--- src/sv/fmm_ram.sv ---
`default_nettype none
// ----------------------------------------------------------------------------
// fmm_ram
// Generic simple dual-port RAM, one write and one registered read port.
// ----------------------------------------------------------------------------
module fmm_ram #(
    parameter int WIDTH = 8,
    parameter int DEPTH = 16
) (
    input  wire logic                     clk,
    input  wire logic                     we,
    input  wire logic [$clog2(DEPTH)-1:0] waddr,
    input  wire logic [WIDTH-1:0]         wdata,
    input  wire logic [$clog2(DEPTH)-1:0] raddr,
    output logic      [WIDTH-1:0]         rdata
);

    logic [WIDTH-1:0] mem [DEPTH];

    always_ff @(posedge clk)
    begin
        if (we)
        begin
            mem[waddr] <= wdata;
        end
        rdata <= mem[raddr];
    end

endmodule
`default_nettype wire

--- config.mk ---
export PLATFORM = sky130hd
export DESIGN_NAME = fmm_ram
export DESIGN_NICKNAME = d
export VERILOG_FILES = /design/src/sv/fmm_ram.sv
export SDC_FILE = /design/constraint.sdc
export NUM_CORES = 1
export LEC_CHECK = 0
export CAP_MARGIN = 20
export CORE_ASPECT_RATIO = 1.2
export CORE_MARGIN = 2
export CORE_UTILIZATION = 50
export CTS_BUF_LIST = sky130_fd_sc_hd__clkbuf_4 sky130_fd_sc_hd__clkbuf_8 sky130_fd_sc_hd__clkbuf_16
export CTS_CLUSTER_DIAMETER = 150
export DETAILED_ROUTE_END_ITERATION = 6
export DONT_BUFFER_PORTS = 1
export PLACE_DENSITY = 0.76
export SYNTH_ARGS = -nofsm -noshare
export SYNTH_HDL_FRONTEND = slang
export SYNTH_SLANG_ARGS = --single-unit
--- constraint.sdc ---
create_clock -name clk -period 1.55 [get_ports clk]
set_input_delay 0.155 -clock clk [delete_from_list [all_inputs] [get_ports clk]]
set_output_delay 0.155 -clock clk [all_outputs]
set_load 0.02 [all_outputs]
==> flow_summary.json <==
{
  "outcome": "finished, final reports clean",
  "antenna_found_initial": 1,
  "period_needed_ps": 1404,
  "cts-root-buf": "clkbuf_16",
  "period_share_pct": 90.59,
  "die_h_um": 115.2,
  "cts_tree": "built",
  "ios": 26,
  "crit_path_start_kind": "register",
  "drive_above_1_share_pct": 25.18,
  "cts_max_path_buffers": 2,
  "max_cap_viol_count": 0,
  "tns_ps": 0,
  "final_util_pct": 60.15,
  "fin_ws_ps": 145.9,
  "grtUsageMet1_pct": 22.38,
  "firstDrtPassIters": 4,
  "finClkSkew_ps": 6.158,
  "nets": 283,
  "antenna_left": 0,
  "max_freq_ghz": 0.7122,
  "synth-seq-cells": 136,
  "hold_path_class": "input pin to register",
  "grt_first_pass_wirelength_um": 14250,
  "dpl.hpwl_um": 5751,
  "cts_hold_buffers": 8,
  "synth.top_cell.area_share_pct": 74.67,
  "num_vias": 2377,
  "ir_drop_mv": 0.8135,
  "required_ps": 1840,
  "power.density_mw_per_mm2": 1366,
  "routed_via_density": 5.869,
  "syn-cell-area_mm2": 0.005147,
  "ctsResizeCount": 0,
  "dp_cells": 364,
  "fin_area_mm2": 0.006021,
  "cts_sinks": 136,
  "grt_pass1_vias": 2449,
  "multiInputGateArea_mm2": 0.001062,
  "synth_warnings": 0,
  "synth_cell_type_count": 19,
  "grt_max_degree": 33,
  "register_area_mm2": 0.004004,
  "drt-total-wl_um": 9347,
  "fillers": 716,
  "crit_fanout": 1,
  "syn_area_per_cell_um2": 22.48,
  "wl_per_cell_um": 23.08,
  "power_leakage_nw": 2.003,
  "die_area_mm2": 0.01113,
  "die_w_um": 96.63,
  "initial_core_util_pct": 51.43,
  "drc": 0,
  "core_area_mm2": 0.01001,
  "clk_latency_ps": 400,
  "r2r_cells": 3,
  "regToRegSetupSlack_ps": 150,
  "worstSetupPathType": "register to register",
  "arrival_ps": 1690,
  "slew_violations": 0,
  "busiest_layer": "met2",
  "syn-num-nets": 247,
  "grtUsageMet3_pct": 6.930,
  "final_cells": 405,
  "reg2reg_to": "rdata[5]",
  "grtUsageMet2_pct": 29.40,
  "cts_made_buffers": 17,
  "seq_area_frac_synth_pct": 77.78,
  "row_count": 40,
  "grt_use_total_pct": 18.08,
  "setup_viol": 0,
  "drt_iter0_drc": 190,
  "area_growth_pct": 16.97,
  "hold_start": "raddr[1]",
  "grt_overflow_total": 0,
  "io_buffers": 0,
  "rsz0062_at_grt": "false",
  "path_clk_slew_ps": 50,
  "slew_headroom_pct": 62.03,
  "gp_congestion": 0.7456,
  "post-cts-setup-buffer-count": 0,
  "critPathCapture": "rdata[5]",
  "postPlaceCellArea_mm2": 0.005366,
  "syn_inst": 229,
  "cp-startpoint": "mem[1][5]",
  "cp-end-kind": "register",
  "place_ws_ps": 162.5,
  "synth_area_leader_cell": "edfxtp_1",
  "r2r_start": "mem[1][5]",
  "worst_slew_pin_slew_ps": 567.7,
  "cts-htree-levels": 4,
  "synthTopCellsByArea": "edfxtp_1 75%, mux4_2 7.9%, mux4_1 7.1%",
  "final_hold_viol_count": 0
}
-- stage by stage --
step	total power [mW]	hold WS, ps
detailed placement	4.476	254.4
global placement	4.465	254.6
global route	8.474	60.87
finish	8.227	55.83
floorplan	4.445	253.9
CTS	8.291	19.12
-- registers in the layout (all words and copies together) (netlist names) --
register,count
rdata,8
mem,128
-- cells in the final DEF, fill, tap and decap left out, drive strengths merged, types with 2 or more instances in the layout --
cell type	instances
edfxtp	128
mux4	32
buf	19
clkbuf	19
a22oi	16
nor2	13
nand2	9
dlygate4sd3	8
dfxtp	8
clkinv	7
clkinvlp	4
nor3	4
nand3b	2
nand2b	2
bufinv	2
-- critical path, cell delays in order (launching register included) --
cell	delay, ps
edfxtp_1	370
mux4_1	530
a22oi_1	300
nand2_1	90
-- synth_stat cells (all sizes together) --
cell type and instances:
or3b 1, nand3b 2, dfxtp 8, nand3 1
and2b 1, edfxtp 128, nand2 9, nor2 13
a22oi 16, and2 1, nor3 4, clkdlybuf4s25 3
mux4 32, buf 7, nor2b 1, nand2b 2
-- power breakdown --
| group | total (mW) | internal (mW) | leakage (nW) | switching [mW] |
|---|---|---|---|---|
| Sequential | 4.17 | 4.11 | 1.22 | 0.0568 |
| Combinational | 0.285 | 0.142 | 0.506 | 0.143 |
| Clock | 3.77 | 2.38 | 0.273 | 1.39 |
-- logic make-up after synthesis --
family          share of synthesized area [%]
flops                                   77.78
simple gates                            3.184
mux                                     15.02
compound gates                          2.334
buf+inv                                 1.677
-- metal layers --
| layer | routed length, um | part of all wire, % |
|---|---|---|
| met5 | 0 | 0 |
| met4 | 64 | 0.68 |
| met3 | 528 | 5.6 |
| met2 | 4804 | 51 |
| met1 | 3950 | 42 |
-- worst min-delay path by stage --
stage                       endpoint  slack [ps]  depth (start not counted)
final                       rdata[4]          60                          3
after global routing        rdata[4]          60                          3
after CTS                   rdata[4]          20                          3
after detailed placement  mem[11][3]         250                          0
after global placement     mem[5][0]         250                          0
after floorplan            mem[0][0]         250                          0
-- area by class of cell --
cell class,instances,area share (%)
sequential,136,66.50
multi-input combinational,83,17.64
clock buffer,19,7.315
timing repair buffer,27,3.699
tap,126,2.618
clock inverter,13,2.182
antenna,1,0.04156
Power figures use the tool's default switching activity.
