### src/sv/fmm_pkg.sv
`default_nettype none
// ----------------------------------------------------------------------------
// fmm_pkg
// Shared fixed constants of the grid fast marching block.
// ----------------------------------------------------------------------------
package fmm_pkg;

    // operation codes carried on s_tuser
    localparam logic [2:0] FN_CLEAR = 3'd0;
    localparam logic [2:0] FN_COST  = 3'd1;
    localparam logic [2:0] FN_SEED  = 3'd2;
    localparam logic [2:0] FN_RUN   = 3'd3;
    localparam logic [2:0] FN_READ  = 3'd4;

    // register byte addresses
    localparam logic [2:0] ADDR_GRID_WIDTH  = 3'd0;
    localparam logic [2:0] ADDR_GRID_HEIGHT = 3'd4;

    localparam int DIM_W    = 11;  // holds any grid extent up to 1024
    localparam int CFG_W    = 7;
    localparam int COORD_W  = 6;   // row/col fields of the input word
    localparam int COST_W   = 16;
    localparam int MUL_W    = 17;  // multiplier operand width
    localparam int SQ_OUT_W = 17;
    localparam int SQ_IN_W  = 2 * SQ_OUT_W;

    // neighbor directions in visiting order
    localparam logic [1:0] DIR_LEFT  = 2'd0;
    localparam logic [1:0] DIR_RIGHT = 2'd1;
    localparam logic [1:0] DIR_UP    = 2'd2;
    localparam logic [1:0] DIR_DOWN  = 2'd3;

endpackage
`default_nettype wire

### src/sv/fmm_sqrt.sv
`default_nettype none
// ----------------------------------------------------------------------------
// fmm_sqrt
// Digit-by-digit integer square root, one result bit per cycle.
// ----------------------------------------------------------------------------
module fmm_sqrt (
    input  wire logic                         clk,
    input  wire logic                         rst_n,
    input  wire logic                         start,
    input  wire logic [fmm_pkg::SQ_IN_W-1:0]  radicand,
    output logic                              done,
    output logic      [fmm_pkg::SQ_OUT_W-1:0] root
);
    import fmm_pkg::*;

    localparam int REM_W = SQ_OUT_W + 3;
    localparam int CNT_W = $clog2(SQ_OUT_W + 1);

    logic [SQ_IN_W-1:0]  rad_reg;
    logic [REM_W-1:0]    rem_reg;
    logic [SQ_OUT_W-1:0] root_reg;
    logic [CNT_W-1:0]    cnt_reg;
    logic                busy_reg;
    logic                done_reg;

    logic [REM_W-1:0] rem_sh;
    logic [REM_W-1:0] trial;
    logic             fits;

    assign rem_sh = {rem_reg[REM_W-3:0], rad_reg[SQ_IN_W-1 -: 2]};
    assign trial  = REM_W'({root_reg, 2'b01});
    assign fits   = rem_sh >= trial;
    assign done   = done_reg;
    assign root   = root_reg;

    always_ff @(posedge clk or negedge rst_n)
    begin
        if (!rst_n)
        begin
            busy_reg <= 1'b0;
            done_reg <= 1'b0;
            cnt_reg  <= '0;
        end
        else
        begin
            done_reg <= 1'b0;
            if (start)
            begin
                rad_reg  <= radicand;
                rem_reg  <= '0;
                root_reg <= '0;
                cnt_reg  <= '0;
                busy_reg <= 1'b1;
            end
            else if (busy_reg)
            begin
                rad_reg  <= {rad_reg[SQ_IN_W-3:0], 2'b00};
                rem_reg  <= fits ? rem_sh - trial : rem_sh;
                root_reg <= {root_reg[SQ_OUT_W-2:0], fits};
                cnt_reg  <= cnt_reg + 1'b1;
                if (cnt_reg == CNT_W'(SQ_OUT_W - 1))
                begin
                    busy_reg <= 1'b0;
                    done_reg <= 1'b1;
                end
            end
        end
    end

endmodule
`default_nettype wire

### config.mk
export PLATFORM = sky130hd
export DESIGN_NAME = fmm_sqrt
export DESIGN_NICKNAME = d
export VERILOG_FILES = /design/src/sv/fmm_pkg.sv /design/src/sv/fmm_sqrt.sv
export SDC_FILE = /design/constraint.sdc
export NUM_CORES = 1
export LEC_CHECK = 0
export BUFFER_PORTS_ARGS = -buffer_cell sky130_fd_sc_hd__clkbuf_2
export CAP_MARGIN = 30
export CORE_ASPECT_RATIO = 1.75
export CORE_MARGIN = 10
export CORE_UTILIZATION = 45
export DETAILED_ROUTE_END_ITERATION = 8
export GPL_TIMING_DRIVEN = 0
export PLACE_DENSITY = 0.68
export SYNTH_ARGS = -nofsm -noshare
export SYNTH_HDL_FRONTEND = slang
export SYNTH_SLANG_ARGS = --single-unit
### constraint.sdc
create_clock -name clk -period 3.45 [get_ports clk]
set_input_delay 0.1725 -clock clk [delete_from_list [all_inputs] [get_ports clk]]
set_output_delay 0.1725 -clock clk [all_outputs]
set_load 0.05 [all_outputs]
==> results of run 1 <==
[final timing paths]
path / from / to
min in group asynchronous: rst_n / cnt_reg[0]
setup / recovery: root[12] / rem_reg[7]
hold / removal: radicand[1] / rad_reg[1]
hold reg to reg: rad_reg[22] / rad_reg[24]
max in group asynchronous: rst_n / busy_reg
setup reg to reg: root[12] / rem_reg[7]
[worst max-delay path: stages (launching register included)]
cell and delay [ns]:
edfxtp_1 0.39, inv_1 0.07, ha_1 0.38, and3_1 0.27, and4_1 0.23, a41o_1 0.25
a2111oi_2 0.57, and2_4 0.23, buf_6 0.11, buf_4 0.19, nand2_1 0.07, a311oi_1 0.30
[power by group through the flow]
stage,combinational (mW),clock [mW],sequential [mW]
after global routing,0.839,1.14,1.20
after CTS,0.756,1.12,1.18
after detailed placement,0.750,0,1.20
after global placement,0.736,0,1.20
final,0.759,1.10,1.18
after floorplan,0.537,0,1.23
[cells by family (layout without fill, tap and decap cells)]
| logic type | after synthesis | in the layout |
|---|---|---|
| AOI/OAI and AO/OA | 77 | 77 |
| xor gates and xnor gates | 18 | 18 |
| adders and majority gates | 21 | 21 |
| buffers and inverters | 41 | 112 |
| DFF | 76 | 76 |
| muxes | 55 | 55 |
| and+or+nand+nor | 90 | 90 |
[per-stage QoR]
stage               util, %  instances  setup slack [ns]  instance area, µm²
detailed placement    51.10        554            0.1187                4868
finish                54.90        571            0.1946                5230
CTS                   54.87        571           0.09998                5228
global route          54.90        571          0.005182                5230
global placement      50.81        553           -0.2488                4841
floorplan                 -        378            0.2868                4423
[layout make-up]
cell class | instances | area, µm²
buffer | 18 | 81.33
inverter | 23 | 86.33
fill | 841 | 4297
clock buffer | 9 | 225.2
sequential | 76 | 2247
timing repair buffer | 55 | 295.3
clock inverter | 7 | 123.9
tap | 122 | 152.6
multi-input combinational | 261 | 2018
[repair_timing]
action	CTS	global route
gates resized for setup	0	1
setup endpoints to repair	0	10
hold buffers	1	0
endpoints found under the hold margin	5	0
[routing by layer]
layer  share of wire [%]  global-route usage [%]  up-vias
li1                    -                       -     1544
met1                  39                   16.16     1555
met2                  55                   27.28       68
met3                 4.6                   4.262       11
met4                 1.6                   6.541        0
met5                   0                       0        -
[Yosys cell counts (6+ instances only)]
library cell  number
a211oi_1           9
a21oi_1           18
clkbuf_1          11
dfrtp_1            7
edfxtp_1          69
ha_1              21
inv_1             23
mux2_2            32
mux2i_1           23
nand2_1           16
nor2_1            43
nor2b_1            6
o211ai_1           6
o21ai_0           13
xnor2_1            9
xor2_1             9
==> impl_results.md, run 1 <==
* Clk slew on worst S/H paths at approximately 0.060 ns
* Class of the most critical setup path: reg -> reg
* DRC violations left at 0
* Via/cell ratio at approximately 5.6
* Worst hold path class: in -> reg
* Wire length reported by the detailed router at a little over 10 mm
* Minimum setup slack among reg-to-reg paths at 0.19 ns
* Proportion of layout cells with a drive suffix above 1 at between 20% and 30%
* Hold Vio Cnt, Final at 0
* Clock tree from TritonCTS: yes
* Chip Width at 94.95 µm
* Average instance area after synthesis at 11.70 µm²
* Synth Net Count at around 440
* Most area-consuming cells after synthesis: edfxtp_1, mux2_2, ha_1, mux2i_1, dfrtp_1
* Fraction of the mapped netlist area in adder cells at roughly 5.9%
* Die H at 151.2 µm
* Number of unique standard cell types used by synthesis at slightly below 50
* Transition at the pin with the smallest max-transition slack at about 0.93 ns
* Post-layout net count at about 500
* Combinational family with the most area after synthesis: multiplexers
* Number of flops mapped to enable cells by yosys at 69
* Required time at the endpoint of the critical path at approximately 3.6 ns
* Total Negative Setup Slacks at 0 ns
* Final Cycle Share at a little over nine tenths
* Most frequent cells in the layout: edfxtp_1, clkbuf_2, nor2_1
* Fraction of post-synthesis cell area in the top cell type by area at between 40% and 50%
* Clock sink count at 76
* Number of setup violations in the final report at 0
* Largest net degree at the start of global routing at 35
* Worst Hold Depth at 2
* Worst slew margin relative to its limit at around 38%
* Internal power at between 2 and 2.5 mW
* Vias in the first global route at 3451
* Highest net fanout along the worst path at 10
* Maxcap violations at 0
* Core region area at 0.009527 mm²
* Setup repair after global routing missed its margin: no
* Overall power after layout at 3.044 mW
* Synthesized instance count at about 380
* Clock buffers created by TritonCTS at 9
* Post-synth ARST share at 9.211%
* First drt pass iteration count at 4
* Most common cell after layout, fill and taps aside: edfxtp_1
* Setup crit start kind: flop
* Number of diodes at 0
* Switching power total at 0.8871 mW
* Run status: finished clean
* Post-synthesis simple-gate area fraction at 9.929%
* Fraction of power spent switching nets at 29.14%
* Post-detail-place hpwl at between 7 and 8 mm
* Post-detailed-route wirelength per cell at about 18 µm
* Wire length of the first global-routing pass at between 15 and 20 mm
* Yosys warnings at 0
* # port buffers at between 50 and 60
* Fin Hold WS at between 0.1 and 0.15 ns
* Synth area leader: edfxtp_1
* Kind of capture point of the worst setup path: flop
* Sequential area share after synthesis at between 50% and 60%
* Boundary pin count at 55
* Largest register FFs at 34
* Number of synthesized register bits at 76
* Remaining antenna violation count after routing at 0
* Area fraction in compound gates after synthesis at 12.62%
* Multiplexer share of the synthesized area at around an eighth
* Clock latency on the worst-skew pair at 0.34 ns
* Part of the power in the clock network at 36.2%
* Total leakage power at around 2.2 nW
* Share of total power in sequential cells at roughly 39%
* Placer congestion estimate at around 0.95
* Max Buffers Root-to-Sink at 2
* Combined area of all synthesized cells at ~0.0044 mm²
* DRC violation total after the first TritonRoute iteration at ~250
* Post-synthesis share of cell area spent on xor and xnor gates at 3.564%
* Crit path time final at 3.255 ns
* # rows at 47
* Cell depth of the worst flop-to-flop path at 11
* Logic gate share of total power at approximately a quarter
* Power density over the cells at around 580 mW/mm²
* Initial core utilization at a little under half
* Synthesis-to-layout area growth at 18.25%
* Area enclosed by the die boundary at approximately 0.014 mm²
* Grt ovf at 0
* Post-CTS Setup Repair Bufs at 0
* Antenna violations before repair at 0
* Buffer cell driving the clock tree root: clkbuf_16
* Total number of vias at approximately 3200
* Maximum resistive drop on vdd at around 0.36 mV
* Maximum achievable frequency at ~310 MHz
* Slew Limit Fails at 0
* Total number of H-tree levels at 3
* Global routing usage summed across all routing layers at 15.25%
* Clock skew after layout at ~0.0065 ns
* Dominant register cell in the synthesized netlist: edfxtp_1
* Endpoint arrival time on the critical path at around 3.4 ns
(Power assumes the default switching activity.)
==> inputs of run 2 (changes only) <==
==> config.mk (replaced) <==
export PLATFORM = sky130hd
export DESIGN_NAME = fmm_sqrt
export DESIGN_NICKNAME = d
export VERILOG_FILES = /design/src/sv/fmm_pkg.sv /design/src/sv/fmm_sqrt.sv
export SDC_FILE = /design/constraint.sdc
export NUM_CORES = 1
export LEC_CHECK = 0
export ABC_CLOCK_PERIOD_IN_PS = 3450
export CAP_MARGIN = 30
export CORE_ASPECT_RATIO = 1.75
export CORE_MARGIN = 10
export CORE_UTILIZATION = 45
export DETAILED_ROUTE_END_ITERATION = 8
export DONT_BUFFER_PORTS = 1
export GPL_TIMING_DRIVEN = 0
export PLACE_DENSITY = 0.64
export SYNTH_ARGS = -nofsm -noshare
export SYNTH_HDL_FRONTEND = slang
export SYNTH_SLANG_ARGS = --single-unit
==> run 2 against run 1 <==
Setup slack worse by 0.067 ns. Sequential share of layout area up 1.0 points. Largest power group unchanged. Non-clock buffer count down 48. Total power down 3.9%. Largest cell class unchanged. Global-route usage up 0.10 points. Die area unchanged.
==> impl_results.md, run 2 (synthesized netlist as in run 1, its figures left out) <==
* Number of setup violations in the final report at 0
* Post-detail-place hpwl at ~7.8 mm
* Final worst-path setup slack at 0.1281 ns
* Hold Vio Cnt, Final at 0
* # port buffers at 0
* Most common cell after layout, fill and taps aside: edfxtp_1
* Highest net fanout along the worst path at 10
* Initial core utilization at between 40% and 50%
* Total leakage power at 1.993 nW
* Maximum resistive drop on vdd at slightly above 0.4 mV
* Clock latency on the worst-skew pair at 0.33 ns
* Total number of H-tree levels at 3
* Area enclosed by the die boundary at 0.01435 mm²
* Antenna violations before repair at 0
* # rows at 47
* Part of the power in the clock network at a little over 30%
* Remaining antenna violation count after routing at 0
* Setup crit start kind: flop
* Total Negative Setup Slacks at 0 ns
* Class of the most critical setup path: reg -> reg
* Proportion of layout cells with a drive suffix above 1 at approximately a fifth
* CP top delay family: simple AND/OR/NAND/NOR gates
* Maximum achievable frequency at around 300 MHz
* Core region area at 0.009527 mm²
* Transition at the pin with the smallest max-transition slack at 0.8877 ns
* Worst slew margin relative to its limit at about two fifths
* Wire length reported by the detailed router at 10.60 mm
* Boundary pin count at 55
* Final Cycle Share at 96.29%
* Required time at the endpoint of the critical path at around 3.5 ns
* Vias in the first global route at 3241
* Power density over the cells at 572.2 mW/mm²
* Clk slew on worst S/H paths at ~0.060 ns
* Logic gate share of total power at roughly a quarter
* Longest individual stage delay on the worst path at roughly 0.73 ns
* Die H at about 150 µm
* Clock buffers created by TritonCTS at 9
* Cell chain of the critical path: inv_1 -> ha_4 -> and3_2 -> and4_1 -> a41o_1 -> a2111oi_4 -> buf_4 -> nand2_2 -> nand2_1 -> o21ai_0
* Maxcap violations at 0
* Clock tree from TritonCTS: yes
* First drt pass iteration count at 4
* Run status: finished clean
* Clock sink count at 76
* Pre-CTS setup slack at -0.1963 ns
* Post-layout net count at 454
* Kind of capture point of the worst setup path: flop
* Critical Path Slowest Stage Cell: edfxtp_1
* Slew Limit Fails at 0
* Endpoint arrival time on the critical path at 3.39 ns
* Synthesis-to-layout area growth at 15.56%
* Switching power total at approximately 0.88 mW
* Post-detailed-route wirelength per cell at approximately 20 µm
* Buffer cell driving the clock tree root: clkbuf_16
* Most frequent cells in the layout: edfxtp_1, nor2_1, mux2_2
* Placer congestion estimate at between 0.8 and 0.9
* Clock skew after layout at between 0.005 and 0.006 ns
* Chip Width at around 95 µm
* DRC violations left at 0
* DRC violation total after the first TritonRoute iteration at 167
* Largest register FFs at 34
* Total number of vias at ~3000
* Fraction of power spent switching nets at a little under a third
* Global routing usage summed across all routing layers at between 10% and 20%
* Largest net degree at the start of global routing at between 40 and 50
* Crit path time final at between 3 and 4 ns
* Max Buffers Root-to-Sink at 2
* Via/cell ratio at just under 6
* Internal power at between 2 and 2.5 mW
* Fillers at between 800 and 900
* Grt ovf at 0
* Wire length of the first global-routing pass at between 15 and 20 mm
* Share of total power in sequential cells at approximately 43%
* Buf+Inv Stages, Crit Path at 2
* Worst hold path class: in -> reg
run 2: changes by cell type in the layout (fill, tap and decap cells not counted), moves of 2 or more:
cell,previous run,this run
clkbuf_1,11,13
clkinv_2,0,3
ha_1,21,12
clkbuf_2,53,0
bufinv_16,3,1
buf_4,1,6
inv_1,23,18
ha_4,0,8
inv_2,0,5
run 2: final timing paths:
path | startpoint | cells past startpoint | slack [ns] | end
max | root[11] | 10 | 0.13 | rem_reg[10]
min | radicand[1] | 1 | 0.05 | rad_reg[1]
max reg2reg | root[11] | 10 | 0.13 | rem_reg[10]
min reg2reg | rad_reg[29] | 1 | 0.55 | rad_reg[31]
max in group asynchronous | rst_n | 2 | 2.94 | cnt_reg[4]
min in group asynchronous | rst_n | 2 | 0.30 | cnt_reg[0]
run 2: repair_timing:
item | CTS | global route
hold endpoints to repair | 42 | 0
setup endpoints to repair | 15 | 14
setup buffers | 2 | 4
gates resized for setup | 4 | 28
pin swaps | 2 | 7
hold buffers | 2 | 0
run 2: layout make-up:
class	count	area [µm²]	area share [%]
Buffer	17	80.08	1.567
Clock buffer	11	232.7	4.553
Antenna cell	1	2.502	0.04896
Sequential cell	76	2247	43.97
Timing Repair Buffer	8	75.07	1.469
Multi-Input combinational cell	261	2181	42.67
Tap cell	122	152.6	2.987
Clock inverter	5	53.80	1.053
Inverter	23	86.33	1.689
run 2: routing by layer:
layer | up-vias | GRT usage, % | share of wire, %
met5 | - | 0 | 0
met4 | 0 | 9.624 | 4.8
met3 | 28 | 5.798 | 6.7
met2 | 90 | 27.03 | 52
met1 | 1462 | 14.47 | 36
li1 | 1443 | - | -
run 2: worst reg2reg max path, stage by stage (launching register included):
cell       delay (ns)
edfxtp_1         0.73
inv_1            0.17
ha_4             0.30
and3_2           0.27
and4_1           0.23
a41o_1           0.28
a2111oi_4        0.33
buf_4            0.19
nand2_2          0.19
nand2_1          0.24
o21ai_0          0.13
run 2: power groups by stage:
stage                     logic [mW]  registers, mW  clock network (mW)
after floorplan                0.537           1.23                   0
after global placement         0.650           1.25                   0
after detailed placement       0.664           1.25                   0
after CTS                      0.703           1.24               0.929
after global routing           0.853           1.26               0.964
final                          0.773           1.24               0.909
run 2: metrics by stage:
stage | instances | power [mW] | util, % | instance area (µm²) | hold WS (ns)
finish | 524 | 2.925 | 53.65 | 5111 | 0.04673
detailed placement | 500 | 1.918 | 48.11 | 4583 | -0.1218
floorplan | 378 | 1.763 | - | 4423 | -0.1231
global placement | 500 | 1.902 | 48.03 | 4576 | -0.1217
global route | 523 | 3.072 | 53.62 | 5109 | 0.04832
CTS | 520 | 2.869 | 51.90 | 4945 | 0.04002
